===== config.mk =====
export PLATFORM = sky130hd
export DESIGN_NAME = accumulator_machine_execute
export DESIGN_NICKNAME = d
export VERILOG_FILES = /design/src/rtl/ame_pkg.sv /design/src/rtl/ame_fifo.sv /design/src/rtl/ame_front.sv /design/src/rtl/ame_back.sv /design/src/rtl/accumulator_machine_execute.sv
export SDC_FILE = /design/constraint.sdc
export NUM_CORES = 2
export LEC_CHECK = 0
export ABC_AREA = 0
export BUFFER_PORTS_ARGS = -buffer_cell sky130_fd_sc_hd__buf_2
export CORE_MARGIN = 5
export CORE_UTILIZATION = 42
export DETAILED_ROUTE_END_ITERATION = 7
export GPL_ROUTABILITY_DRIVEN = 0
export PLACE_DENSITY_LB_ADDON = 0.12
export SYNTH_ARGS = -nofsm -noshare
export SYNTH_HDL_FRONTEND = slang
export SYNTH_SLANG_ARGS = --single-unit

===== constraint.sdc =====
create_clock -name clk -period 5.4 [get_ports clk]
set_input_delay 0.27 -clock clk [delete_from_list [all_inputs] [get_ports clk]]
set_output_delay 0.27 -clock clk [all_outputs]
set_load 0.05 [all_outputs]

===== src/rtl/ame_pkg.sv =====
// ----------------------------------------------------------------------------
// ame_pkg
// Types and codes shared by the accumulator machine execute block.
// ----------------------------------------------------------------------------
package ame_pkg;

	// Action codes of a decoded instruction
	localparam logic [3:0] ACT_NOP     = 4'd0;
	localparam logic [3:0] ACT_STA     = 4'd1;
	localparam logic [3:0] ACT_LDA     = 4'd2;
	localparam logic [3:0] ACT_ADD     = 4'd3;
	localparam logic [3:0] ACT_OR      = 4'd4;
	localparam logic [3:0] ACT_AND     = 4'd5;
	localparam logic [3:0] ACT_NOT     = 4'd6;
	localparam logic [3:0] ACT_JMP     = 4'd7;
	localparam logic [3:0] ACT_JN      = 4'd8;
	localparam logic [3:0] ACT_JZ      = 4'd9;
	localparam logic [3:0] ACT_JNZ     = 4'd10;
	localparam logic [3:0] ACT_HLT     = 4'd11;
	localparam logic [3:0] ACT_PRELOAD = 4'd12;

	// Sign bit position of the accumulator
	localparam int SIGN_POS = 7;

	// Instruction as it arrives
	typedef struct packed {
		logic [3:0] action;
		logic [7:0] address;
		logic [7:0] load_value;
	} in_t;

	// Result of one instruction
	typedef struct packed {
		logic [7:0] accumulator;
		logic [7:0] program_counter;
		logic       negative;
		logic       zero;
		logic       halted;
	} res_t;

	// Classified instruction handed from front to back
	typedef struct packed {
		logic [3:0] action;
		logic [7:0] address;
		logic [7:0] load_value;
		logic [7:0] mem_index;  // address folded into the memory range
		logic       mem_write;  // store or preload
	} op_t;

endpackage


===== src/rtl/ame_fifo.sv =====
// ----------------------------------------------------------------------------
// ame_fifo
// Small register queue with push/pop handshake, used between the parts.
// ----------------------------------------------------------------------------
module ame_fifo #(
	parameter int WIDTH = 8,
	parameter int DEPTH = 2
) (
	input  logic             clk,
	input  logic             arst_n,
	input  logic             wr_en,
	input  logic [WIDTH-1:0] wr_data,
	output logic             full,
	input  logic             rd_en,
	output logic [WIDTH-1:0] rd_data,
	output logic             empty
);

	localparam int PTR_W = (DEPTH > 1) ? $clog2(DEPTH) : 1;
	localparam int CNT_W = $clog2(DEPTH + 1);
	localparam logic [PTR_W-1:0] LAST = PTR_W'(DEPTH - 1);
	localparam logic [CNT_W-1:0] FULL_CNT = CNT_W'(DEPTH);

	logic [WIDTH-1:0] slot_q [DEPTH];
	logic [PTR_W-1:0] wr_ptr_q;
	logic [PTR_W-1:0] rd_ptr_q;
	logic [CNT_W-1:0] count_q;
	logic             do_wr;
	logic             do_rd;

	assign empty   = (count_q == '0);
	assign full    = (count_q == FULL_CNT);
	assign rd_data = slot_q[rd_ptr_q];
	assign do_wr   = wr_en;
	assign do_rd   = rd_en && !empty;

	// storage
	always_ff @(posedge clk) begin
		if (do_wr) begin
			slot_q[wr_ptr_q] <= wr_data;
		end
	end

	// pointers and fill count
	always_ff @(posedge clk or negedge arst_n) begin
		if (!arst_n) begin
			wr_ptr_q <= '0;
			rd_ptr_q <= '0;
			count_q  <= '0;
		end else begin
			if (do_wr) begin
				wr_ptr_q <= (wr_ptr_q == LAST) ? '0 : wr_ptr_q + 1'b1;
			end
			if (do_rd) begin
				rd_ptr_q <= (rd_ptr_q == LAST) ? '0 : rd_ptr_q + 1'b1;
			end
			if (do_wr && !do_rd) begin
				count_q <= count_q + 1'b1;
			end else if (do_rd && !do_wr) begin
				count_q <= count_q - 1'b1;
			end
		end
	end

endmodule


===== src/rtl/ame_front.sv =====
// ----------------------------------------------------------------------------
// ame_front
// Accepts instructions, folds the address into the memory range and marks
// memory writes before handing them to the op queue.
// ----------------------------------------------------------------------------
module ame_front #(
	parameter int MEM_DEPTH = 256
) (
	input  logic          push,
	input  ame_pkg::in_t  request,
	output logic          full,
	input  logic          op_full,
	output logic          op_wr,
	output ame_pkg::op_t  op_data
);

	localparam logic [11:0] DEPTH_W = 12'(MEM_DEPTH);

	logic [11:0] rem;

	// address modulo depth: four restoring steps, exact while the quotient is below 16 (MEM_DEPTH of 16 or more)
	always_comb begin
		rem = {4'b0, request.address};
		for (int k = 3; k >= 0; k--) begin
			if (rem >= (DEPTH_W << k)) begin
				rem = rem - (DEPTH_W << k);
			end
		end
	end

	assign full  = op_full;
	assign op_wr = push && !op_full;

	// classify
	always_comb begin
		op_data.action     = request.action;
		op_data.address    = request.address;
		op_data.load_value = request.load_value;
		op_data.mem_index  = rem[7:0];
		op_data.mem_write  = (request.action == ame_pkg::ACT_STA) ||
		                     (request.action == ame_pkg::ACT_PRELOAD);
	end

endmodule


===== src/rtl/ame_back.sv =====
// ----------------------------------------------------------------------------
// ame_back
// Execute part: data memory read in one stage, execution and write-back in
// the next, with forwarding of the byte written in the same cycle.
// ----------------------------------------------------------------------------
module ame_back #(
	parameter int MEM_DEPTH = 256
) (
	input  logic          clk,
	input  logic          arst_n,
	input  logic          op_empty,
	input  ame_pkg::op_t  op_data,
	output logic          op_rd,
	input  logic          res_room,
	output logic          res_wr,
	output ame_pkg::res_t res_data
);

	localparam int IDX_W = $clog2(MEM_DEPTH);

	// data memory with per-entry valid bits (cleared entries read as zero)
	logic [7:0]           mem_q [MEM_DEPTH];
	logic [MEM_DEPTH-1:0] mem_vld_q;

	// architectural state
	logic [7:0] acc_q;
	logic [7:0] pc_q;

	// stage one: op under execution and its operand read
	ame_pkg::op_t op_s1;
	logic         vld_s1;
	logic [7:0]   rd_mem_s1;
	logic         rd_vld_s1;
	logic         fwd_s1;
	logic [7:0]   fwd_data_s1;

	logic             exec;
	logic             load_s1;
	logic [IDX_W-1:0] rd_idx;
	logic [IDX_W-1:0] wr_idx;
	logic             wr_en;
	logic [7:0]       wr_data;
	logic [7:0]       operand;
	logic [7:0]       pc_inc1;
	logic [7:0]       pc_inc2;
	logic [7:0]       acc_n;
	logic [7:0]       pc_n;
	logic             halt_n;

	assign exec    = vld_s1 && res_room;
	assign load_s1 = !vld_s1 || exec;
	assign op_rd   = load_s1 && !op_empty;
	assign rd_idx  = op_data.mem_index[IDX_W-1:0];
	assign wr_idx  = op_s1.mem_index[IDX_W-1:0];
	assign wr_en   = exec && op_s1.mem_write;
	assign wr_data = (op_s1.action == ame_pkg::ACT_STA) ? acc_q : op_s1.load_value;

	// operand: forwarded byte, else stored byte, else cleared value
	assign operand = fwd_s1 ? fwd_data_s1 : (rd_vld_s1 ? rd_mem_s1 : 8'd0);
	assign pc_inc1 = pc_q + 8'd1;
	assign pc_inc2 = pc_q + 8'd2;

	// execute
	always_comb begin
		acc_n  = acc_q;
		pc_n   = pc_q;
		halt_n = 1'b0;
		unique case (op_s1.action)
			ame_pkg::ACT_NOP: pc_n = pc_inc1;
			ame_pkg::ACT_STA: pc_n = pc_inc2;
			ame_pkg::ACT_LDA: begin
				acc_n = operand;
				pc_n  = pc_inc2;
			end
			ame_pkg::ACT_ADD: begin
				acc_n = acc_q + operand;
				pc_n  = pc_inc2;
			end
			ame_pkg::ACT_OR: begin
				acc_n = acc_q | operand;
				pc_n  = pc_inc2;
			end
			ame_pkg::ACT_AND: begin
				acc_n = acc_q & operand;
				pc_n  = pc_inc2;
			end
			ame_pkg::ACT_NOT: begin
				acc_n = ~acc_q;
				pc_n  = pc_inc1;
			end
			ame_pkg::ACT_JMP: pc_n = op_s1.address;
			ame_pkg::ACT_JN:  pc_n = acc_q[ame_pkg::SIGN_POS] ? op_s1.address : pc_inc2;
			ame_pkg::ACT_JZ:  pc_n = (acc_q == 8'd0) ? op_s1.address : pc_inc2;
			ame_pkg::ACT_JNZ: pc_n = (acc_q != 8'd0) ? op_s1.address : pc_inc2;
			ame_pkg::ACT_HLT: halt_n = 1'b1;
			ame_pkg::ACT_PRELOAD: ;
			default: ;
		endcase
	end

	assign res_wr                   = exec;
	assign res_data.accumulator     = acc_n;
	assign res_data.program_counter = pc_n;
	assign res_data.negative        = acc_n[ame_pkg::SIGN_POS];
	assign res_data.zero            = (acc_n == 8'd0);
	assign res_data.halted          = halt_n;

	// memory array and stage-one payload
	always_ff @(posedge clk) begin
		if (wr_en) begin
			mem_q[wr_idx] <= wr_data;
		end
		if (op_rd) begin
			op_s1       <= op_data;
			rd_mem_s1   <= mem_q[rd_idx];
			fwd_data_s1 <= wr_data;
		end
	end

	// control and state
	always_ff @(posedge clk or negedge arst_n) begin
		if (!arst_n) begin
			mem_vld_q <= '0;
			acc_q     <= 8'd0;
			pc_q      <= 8'd0;
			vld_s1    <= 1'b0;
			rd_vld_s1 <= 1'b0;
			fwd_s1    <= 1'b0;
		end else begin
			if (wr_en) begin
				mem_vld_q[wr_idx] <= 1'b1;
			end
			if (exec) begin
				acc_q <= acc_n;
				pc_q  <= pc_n;
			end
			if (load_s1) begin
				vld_s1 <= op_rd;
			end
			if (op_rd) begin
				rd_vld_s1 <= mem_vld_q[rd_idx];
				fwd_s1    <= wr_en && (wr_idx == rd_idx);
			end
		end
	end

endmodule


===== src/rtl/accumulator_machine_execute.sv =====
// ----------------------------------------------------------------------------
// accumulator_machine_execute
// Eight-bit accumulator machine execute block with data memory.
//
//   channel  | handshake        | payload
//   ---------+------------------+---------------------------------------
//   input    | push / full      | request : action, address, load_value
//   result   | pop / empty      | result  : acc, pc, negative, zero, halted
//
// One instruction per cycle sustained while the result side has room; a push
// reaches a result through the op queue, the memory read stage into execute
// and the result queue. The single memory read port and the execute loop on
// the accumulator and pc set that rate; store data is forwarded to a read of the
// same entry. Reset clears the memory valid bits at once, so no sweep is run.
// A stalled result side backs up through a two-entry result queue, the
// execute stage and a two-entry op queue before full rises.
// ----------------------------------------------------------------------------
module accumulator_machine_execute #(
	parameter int MEM_DEPTH = 256
) (
	input  logic          clk,
	input  logic          arst_n,
	input  logic          push,
	output logic          full,
	input  ame_pkg::in_t  request,
	output logic          empty,
	input  logic          pop,
	output ame_pkg::res_t result
);

	localparam int Q_DEPTH = 2;
	localparam int OP_W    = $bits(ame_pkg::op_t);
	localparam int RES_W   = $bits(ame_pkg::res_t);

	logic         op_full;
	logic         op_empty;
	logic         op_wr;
	logic         op_rd;
	ame_pkg::op_t op_in;
	ame_pkg::op_t op_out;
	logic         res_full;
	logic         res_room;
	logic         res_wr;
	ame_pkg::res_t res_in;

	// front: accept and classify
	ame_front #(.MEM_DEPTH(MEM_DEPTH)) u_front (
		.push    (push),
		.request (request),
		.full    (full),
		.op_full (op_full),
		.op_wr   (op_wr),
		.op_data (op_in)
	);

	// op queue between front and back
	ame_fifo #(.WIDTH(OP_W), .DEPTH(Q_DEPTH)) u_op_q (
		.clk     (clk),
		.arst_n  (arst_n),
		.wr_en   (op_wr),
		.wr_data (op_in),
		.full    (op_full),
		.rd_en   (op_rd),
		.rd_data (op_out),
		.empty   (op_empty)
	);

	// back: execute
	ame_back #(.MEM_DEPTH(MEM_DEPTH)) u_back (
		.clk      (clk),
		.arst_n   (arst_n),
		.op_empty (op_empty),
		.op_data  (op_out),
		.op_rd    (op_rd),
		.res_room (res_room),
		.res_wr   (res_wr),
		.res_data (res_in)
	);

	// room for a result when not full or when one leaves this cycle
	assign res_room = !res_full || (pop && !empty);

	// result queue
	ame_fifo #(.WIDTH(RES_W), .DEPTH(Q_DEPTH)) u_res_q (
		.clk     (clk),
		.arst_n  (arst_n),
		.wr_en   (res_wr),
		.wr_data (res_in),
		.full    (res_full),
		.rd_en   (pop),
		.rd_data (result),
		.empty   (empty)
	);

endmodule

# ---- Word level (Yosys, flattened, before mapping)
# Memory sizes are Yosys's and may differ from the RTL's. A register that Yosys moved wholly into a read port is not among the register bits.
# Cells that the tools add are included.
dict set report classes {
  n_eq_ne 16
  n_lt_le_gt_ge 3
  n_div 0
  mul 0
  mux 27
  n_shift 0
  bitwise_logic 4
  add_sub_neg 11
  n_reduce_logical 34
}
# op n
set op_table {}
lappend op_table {{bitwise OR 256 bit} 1}
lappend op_table {{two-way mux 8 bit} 6}
lappend op_table {{one-hot mux 8 bit (6 select lines)} 1}
lappend op_table {{one-hot mux 8 bit (5 select lines)} 1}
lappend op_table {{== test 4 bit, second input constant} 5}
lappend op_table {{< comparator 8 x 9 -> 1 bit, second input constant} 2}
lappend op_table {{== test 4 x 3 -> 1 bit, second input constant} 4}
lappend op_table {{logical NOT 8 bit} 2}
lappend op_table {{two-way mux 1 bit} 13}
lappend op_table {{logical AND 1 bit} 12}
lappend op_table {{logical NOT 1 bit} 9}
lappend op_table {{adder 8 x 1 -> 8 bit, second input constant} 1}
lappend op_table {{adder 8 x 2 -> 8 bit, second input constant} 1}
lappend op_table {{adder 8 bit} 1}
lappend op_table {{AND 8 bit} 1}
lappend op_table {{binary-select mux 1 bit (select 8 bit)} 1}
lappend op_table {{demux 1 bit (select 8 bit)} 1}
lappend op_table {{== test 4 x 1 -> 1 bit, second input constant} 2}
lappend op_table {{== test 4 x 2 -> 1 bit, second input constant} 2}
lappend op_table {{== test 8 bit} 1}
lappend op_table {{greater-or-equal comparator 8 x 1 -> 1 bit, second input constant} 1}
lappend op_table {{two-way mux 2 bit} 4}
lappend op_table {{inverter 8 bit} 1}
lappend op_table {{bitwise OR 8 bit} 1}
lappend op_table {{11 further kinds} 21}
dict set report word_totals {
  latch_bits 0
  mem_count 3
  register_bits 320
  rom_bits 0
  ram_bits 2144
  out_inout_bits 21
}
# name depth width rd rd_ports_with_merged_regs wr line
set memory_table {}
lappend memory_table {u_back.mem_q 256 8 1 1 1 ame_back.sv:22} ;# logic [7:0] mem_q [MEM_DEPTH];
lappend memory_table {u_op_q.slot_q 2 29 1 0 1 ame_fifo.sv:24} ;# logic [WIDTH-1:0] slot_q [DEPTH];
lappend memory_table {u_res_q.slot_q 2 19 1 0 1 ame_fifo.sv:24}

# ---- Logic depth before layout (Yosys ltp)
dict set report logic_depth {
  depth_word 11
  ltp_mapped 14
}

# ---- Hierarchy
# From an unflattened synthesis, not the netlist that was laid out.
dict set report unflattened {
  hier_cells 4762
  area_unflattened_um2 96307.4
}
# mod n_inst cells_each seq_area_each_um2 area_per_inst_um2
set by_module_without_submodules {}
lappend by_module_without_submodules {ame_back 1 4546 69731.9 92202.2}
lappend by_module_without_submodules {{ame_fifo (u_op_q)} 1 106 1841.8 2289.7}
lappend by_module_without_submodules {{ame_fifo (u_res_q)} 1 75 1241.2 1557.7}
lappend by_module_without_submodules {ame_front 1 33 0.0 245.2}
lappend by_module_without_submodules {accumulator_machine_execute 1 2 0.0 12.5}

# ---- Least setup slack after synthesis
# No wires, ideal clock.
dict set report synth_timing {
  kind {reg-to-reg}
  from {register u_back.op_s1[26] (netlist bit)}
  to {register u_back.fwd_data_s1[2] (data pin)}
  setup_time_ns 0.558
  arrival_ns 3.097
  stages_incl_launch_ff 6
  synth_period_minus_slack_ns 3.655
  path_buffers 2
  path_slack_ns 1.745
  path_cell_list {edfxtp_1 clkbuf_1 nor2b_1 and2_1 clkbuf_1 mux2_2}
}
dict set report synth_between {
  elab_chain_len 2
}
# element line
set synth_rtl {}
lappend synth_rtl {{start: declaration} ame_back.sv:30} ;# ame_pkg::op_t op_s1;
lappend synth_rtl {{start signal: assignment} ame_back.sv:114} ;# op_s1 <= op_data;
lappend synth_rtl {{== test 4 x 1 -> 1 bit} ame_back.sv:56} ;# assign wr_data = (op_s1.action == ame_pkg::ACT_STA) ? acc_q : op_s1.load_value;
lappend synth_rtl {{two-way mux 8 bit} ame_back.sv:56}
lappend synth_rtl {{net u_back.wr_data[2]} ame_back.sv:42} ;# logic [7:0] wr_data;
lappend synth_rtl {{end signal: assignment} ame_back.sv:116} ;# fwd_data_s1 <= wr_data;
lappend synth_rtl {{end: declaration} ame_back.sv:35} ;# logic [7:0] fwd_data_s1;
# The timed path passes the listed nets, and every way through them passes these cells.
# A chain may end at the register's enable or synchronous reset.

# ---- Worst setup path in the final report
dict set report layout_timing {
  from {register u_op_q.rd_ptr_q}
  to {register u_back.rd_vld_s1}
}
dict set report layout_between {
  elab_chain_len 3
}
# element line
set layout_rtl {}
lappend layout_rtl {{start: declaration} ame_fifo.sv:26} ;# logic [PTR_W-1:0] rd_ptr_q;
lappend layout_rtl {{start signal: assignment} ame_fifo.sv:55} ;# rd_ptr_q <= (rd_ptr_q == LAST) ? '0 : rd_ptr_q + 1'b1;
lappend layout_rtl {{memory read (2 x 29 bit)} --}
lappend layout_rtl {{binary-select mux 1 bit (select 8 bit)} ame_back.sv:141} ;# rd_vld_s1 <= mem_vld_q[rd_idx];
lappend layout_rtl {{two-way mux 1 bit (not written as such)} ame_back.sv:141}
lappend layout_rtl {{end signal: assignment} ame_back.sv:141}
lappend layout_rtl {{end: declaration} ame_back.sv:33} ;# logic rd_vld_s1;
# No other way between the ends. The select of a mux whose other input is x is not followed.

==> results.sh <==
export IMPL_status="completed"
export IMPL_totalWireLength_um=303000
export IMPL_peakVddDrop_v=0.000728
export IMPL_p_leak_nw=40.5
export IMPL_dp_slack_ns=0.541
export IMPL_die_area_um2=244000
export IMPL_max_slew_margin_rel=0.159
export IMPL_start_kind="register"
export IMPL_grt_overflow=0
export IMPL_synth_top_cells_by_area="edfxtp_1 (66%), nand2_1 (8.1%), dfrtp_1 (7.2%), nand3_1 (3.5%), a31oi_1 (1.9%)"
export IMPL_fin_crit_sh=0.948
export IMPL_vias_per_cell=5.73
export IMPL_cts_buffers_inserted=282
export IMPL_yosys_area_share_simple=0.164
export IMPL_grt_pass1_wl_um=439000
export IMPL_yosys_area_top_type_share=0.660
export IMPL_drt_initial_drc_count=7225
export IMPL_maxCapViolCount=0
export IMPL_num_vias=63236
export IMPL_cp_max_fo=104
export IMPL_pin_count=45
export IMPL_grt_pass1_vias=60745
export IMPL_hp_class="in2reg"
export IMPL_dp_cells=10522
export IMPL_wl_per_cell_um=27.4
export IMPL_grt_max_degree=165
export IMPL_fin_crit_ns=5.12
export IMPL_port_buffers=44
export IMPL_grt_setup_unrepaired="no"
export IMPL_die_width_um=494
export IMPL_nets=7744
export IMPL_cts_setup_buffers=0
export IMPL_antenna_found_initial=13
export IMPL_setup_viol=0
export IMPL_htreeDepth=5
export IMPL_end_kind="register"
export IMPL_clockBufferDepth=4
export IMPL_clock_sinks=2446
export IMPL_yosysMostFrequentCell="edfxtp_1"
export IMPL_dr_pass1_iters=7
export IMPL_setup_tns_ns=0
export IMPL_finalPower_mw=67.5
export IMPL_dp_hpwl_um=175000
export IMPL_hold_viol_final=0
export IMPL_async_flop_share=0.116
export IMPL_ys_seq_elements=2446
export IMPL_avgSynthCellArea_um2=12.9
export IMPL_fin_area_um2=112000
export IMPL_tritoncts="yes"
export IMPL_areaGrowthSynthToFinish_pct=13.7
export IMPL_rows=177
export IMPL_fmax_mhz=195
export IMPL_ys_types=62
export IMPL_die_y_um=494
export IMPL_clock_latency_ns=0.94
export IMPL_muxShareOfSynthArea=0.0231
export IMPL_synth_area_leader_cell="edfxtp_1"
export IMPL_ant_nets=0
export IMPL_drc_errors=0
export IMPL_yosysSeqAreaShare=0.732
export IMPL_fin_hold_ws_ns=0.0745
export IMPL_synth_top_family_by_area="simple AND/OR/NAND/NOR gates"
export IMPL_drive_gt1_frac=0.122
export IMPL_cp_required_ns=6.21
export IMPL_fin_util=0.480
export IMPL_synth_compound_area_frac=0.0529
export IMPL_synthCells=7649
export IMPL_synth_ff_type="edfxtp_1"
export IMPL_synth_edf_count=2163
export IMPL_finClkSkew_ns=0.0699
export IMPL_clk_pin_slew_worst_paths_ns=0.06
export IMPL_dpl_instance_area_um2=103000
export IMPL_nFillCells=20505
export IMPL_start_util=0.422
export IMPL_synthXorXnorAreaFrac=0.00205
export IMPL_power_density_nw_per_um2=604
export IMPL_synth_adder_area_share=0.00275
export IMPL_syn_area_um2=98400
export IMPL_stdcell_count=11040
export IMPL_drv_slew=0
export IMPL_core_area_um2=233000
export IMPL_ys_warn_count=0
export IMPL_cts_root_buf="clkbuf_16"
export IMPL_critPathArrivalTime_ns=5.93
export IMPL_path_class="reg2reg"
export IMPL_worstMarginPinSlew_ns=1.26
export IMPL_fin_ws_ns=0.280
export IMPL_track_usage=0.243
export IMPL_ys_top_cells_by_count="edfxtp_1 (2163), nand2_1 (2119), nand3_1 (687)"
export IMPL_syn_num_nets=7694
[area by class of cell]
class / instances / area (µm²) / share of cell area
timing repair buffer: 263 / 2560 / 0.0229
clock buffer: 415 / 8030 / 0.0718
tap: 3132 / 3920 / 0.0350
antenna: 5 / 12.5 / 0.000112
sequential: 2446 / 72000 / 0.644
inverter: 35 / 146 / 0.00131
multi-input combinational: 4671 / 24400 / 0.218
clock inverter: 73 / 719 / 0.00643
[state kept, by name (all words and copies together) (netlist names)]
| register | cells |
|---|---|
| u_back.mem_q | 2048 |
| u_back.mem_vld_q | 256 |
| u_op_q.slot_q | 42 |
| u_res_q.slot_q | 36 |
| u_back.op_s1 | 13 |
| u_back.acc_q | 8 |
| u_back.fwd_data_s1 | 8 |
| u_back.pc_q | 8 |
| u_back.rd_mem_s1 | 8 |
| u_back.wr_idx | 8 |
| u_op_q.count_q | 2 |
| u_res_q.count_q | 2 |
| u_back.fwd_s1 | 1 |
| u_back.rd_vld_s1 | 1 |
| u_back.vld_s1 | 1 |
| u_op_q.rd_ptr_q | 1 |
| u_op_q.wr_ptr_q | 1 |
| u_res_q.rd_ptr_q | 1 |
| u_res_q.wr_ptr_q | 1 |
[routing by layer]
layer,share of wire,track usage
met5,0,0
met4,0.030,0.0706
met1,0.44,0.355
met3,0.077,0.0411
met2,0.46,0.375
[worst max-delay path, cell delays in order (launching register included)]
cell,delay (ns)
dfrtp_1,0.35
buf_4,0.34
mux2i_4,0.67
buf_12,0.43
mux4_2,0.58
a2111oi_0,1.00
nor3_1,0.15
o41ai_1,0.92
buf_4,0.26
a311oi_1,0.09
[cell usage in the layout (no fill, tap or decap), types with 17 or more instances in the layout]
| master | count |
|---|---|
| or2_2 | 257 |
| buf_4 | 144 |
| nand3_1 | 681 |
| buf_2 | 43 |
| o221ai_1 | 17 |
| clkinv_1 | 23 |
| mux2i_1 | 146 |
| nor2_1 | 293 |
| o22ai_1 | 54 |
| clkbuf_1 | 94 |
| buf_12 | 50 |
| mux2_2 | 37 |
| nand2_1 | 2106 |
| inv_1 | 28 |
| clkbuf_8 | 32 |
| clkbuf_16 | 289 |
| dlygate4sd3_1 | 25 |
| edfxtp_1 | 2163 |
| a22oi_1 | 18 |
| a31oi_1 | 299 |
| nor3_1 | 33 |
| clkinv_2 | 30 |
| ha_1 | 20 |
| and3_1 | 235 |
| dfrtp_1 | 283 |
| a21oi_1 | 49 |
| o21ai_0 | 36 |
| a221oi_1 | 66 |
| a32oi_1 | 66 |
| a32o_1 | 67 |
[power breakdown]
| group | internal [mW] | switching, mW |
|---|---|---|
| combinational | 6.02 | 17.5 |
| sequential | 24.9 | 0.749 |
| clock | 10.9 | 7.44 |
| total | 41.9 | 25.7 |
[what timing repair did]
action | 4_1_cts | 5_1_grt
endpoints found under the hold margin | 161 | 0
resized for setup | 0 | 0
hold buffers | 25 | 0
[cell families after synthesis]
family                   Yosys count
AND/OR/NAND/NOR                 3695
adder cells (fa/ha/maj)           21
flip-flops                      2446
AO/OA/AOI/OAI                    726
buffers and inverters            532
multiplexers                     206
XOR/XNOR                          23
[worst paths after layout]
| check | slack (ns) | cells past startpoint | start | end |
|---|---|---|---|---|
| max | 0.28 | 9 | u_op_q.rd_ptr_q | u_back.rd_vld_s1 |
| min in group asynchronous | 0.52 | 3 | arst_n | u_op_q.count_q[0] |
| max in group asynchronous | 3.46 | 4 | arst_n | u_back.mem_vld_q[40] |
| min reg2reg | 0.46 | 1 | u_back.mem_vld_q[116] | u_back.mem_vld_q[116] |
| max reg2reg | 0.28 | 9 | u_op_q.rd_ptr_q | u_back.rd_vld_s1 |
| min | 0.07 | 2 | request[7] | u_op_q.slot_q[0][16] |
Power figures use the tool's default switching activity.
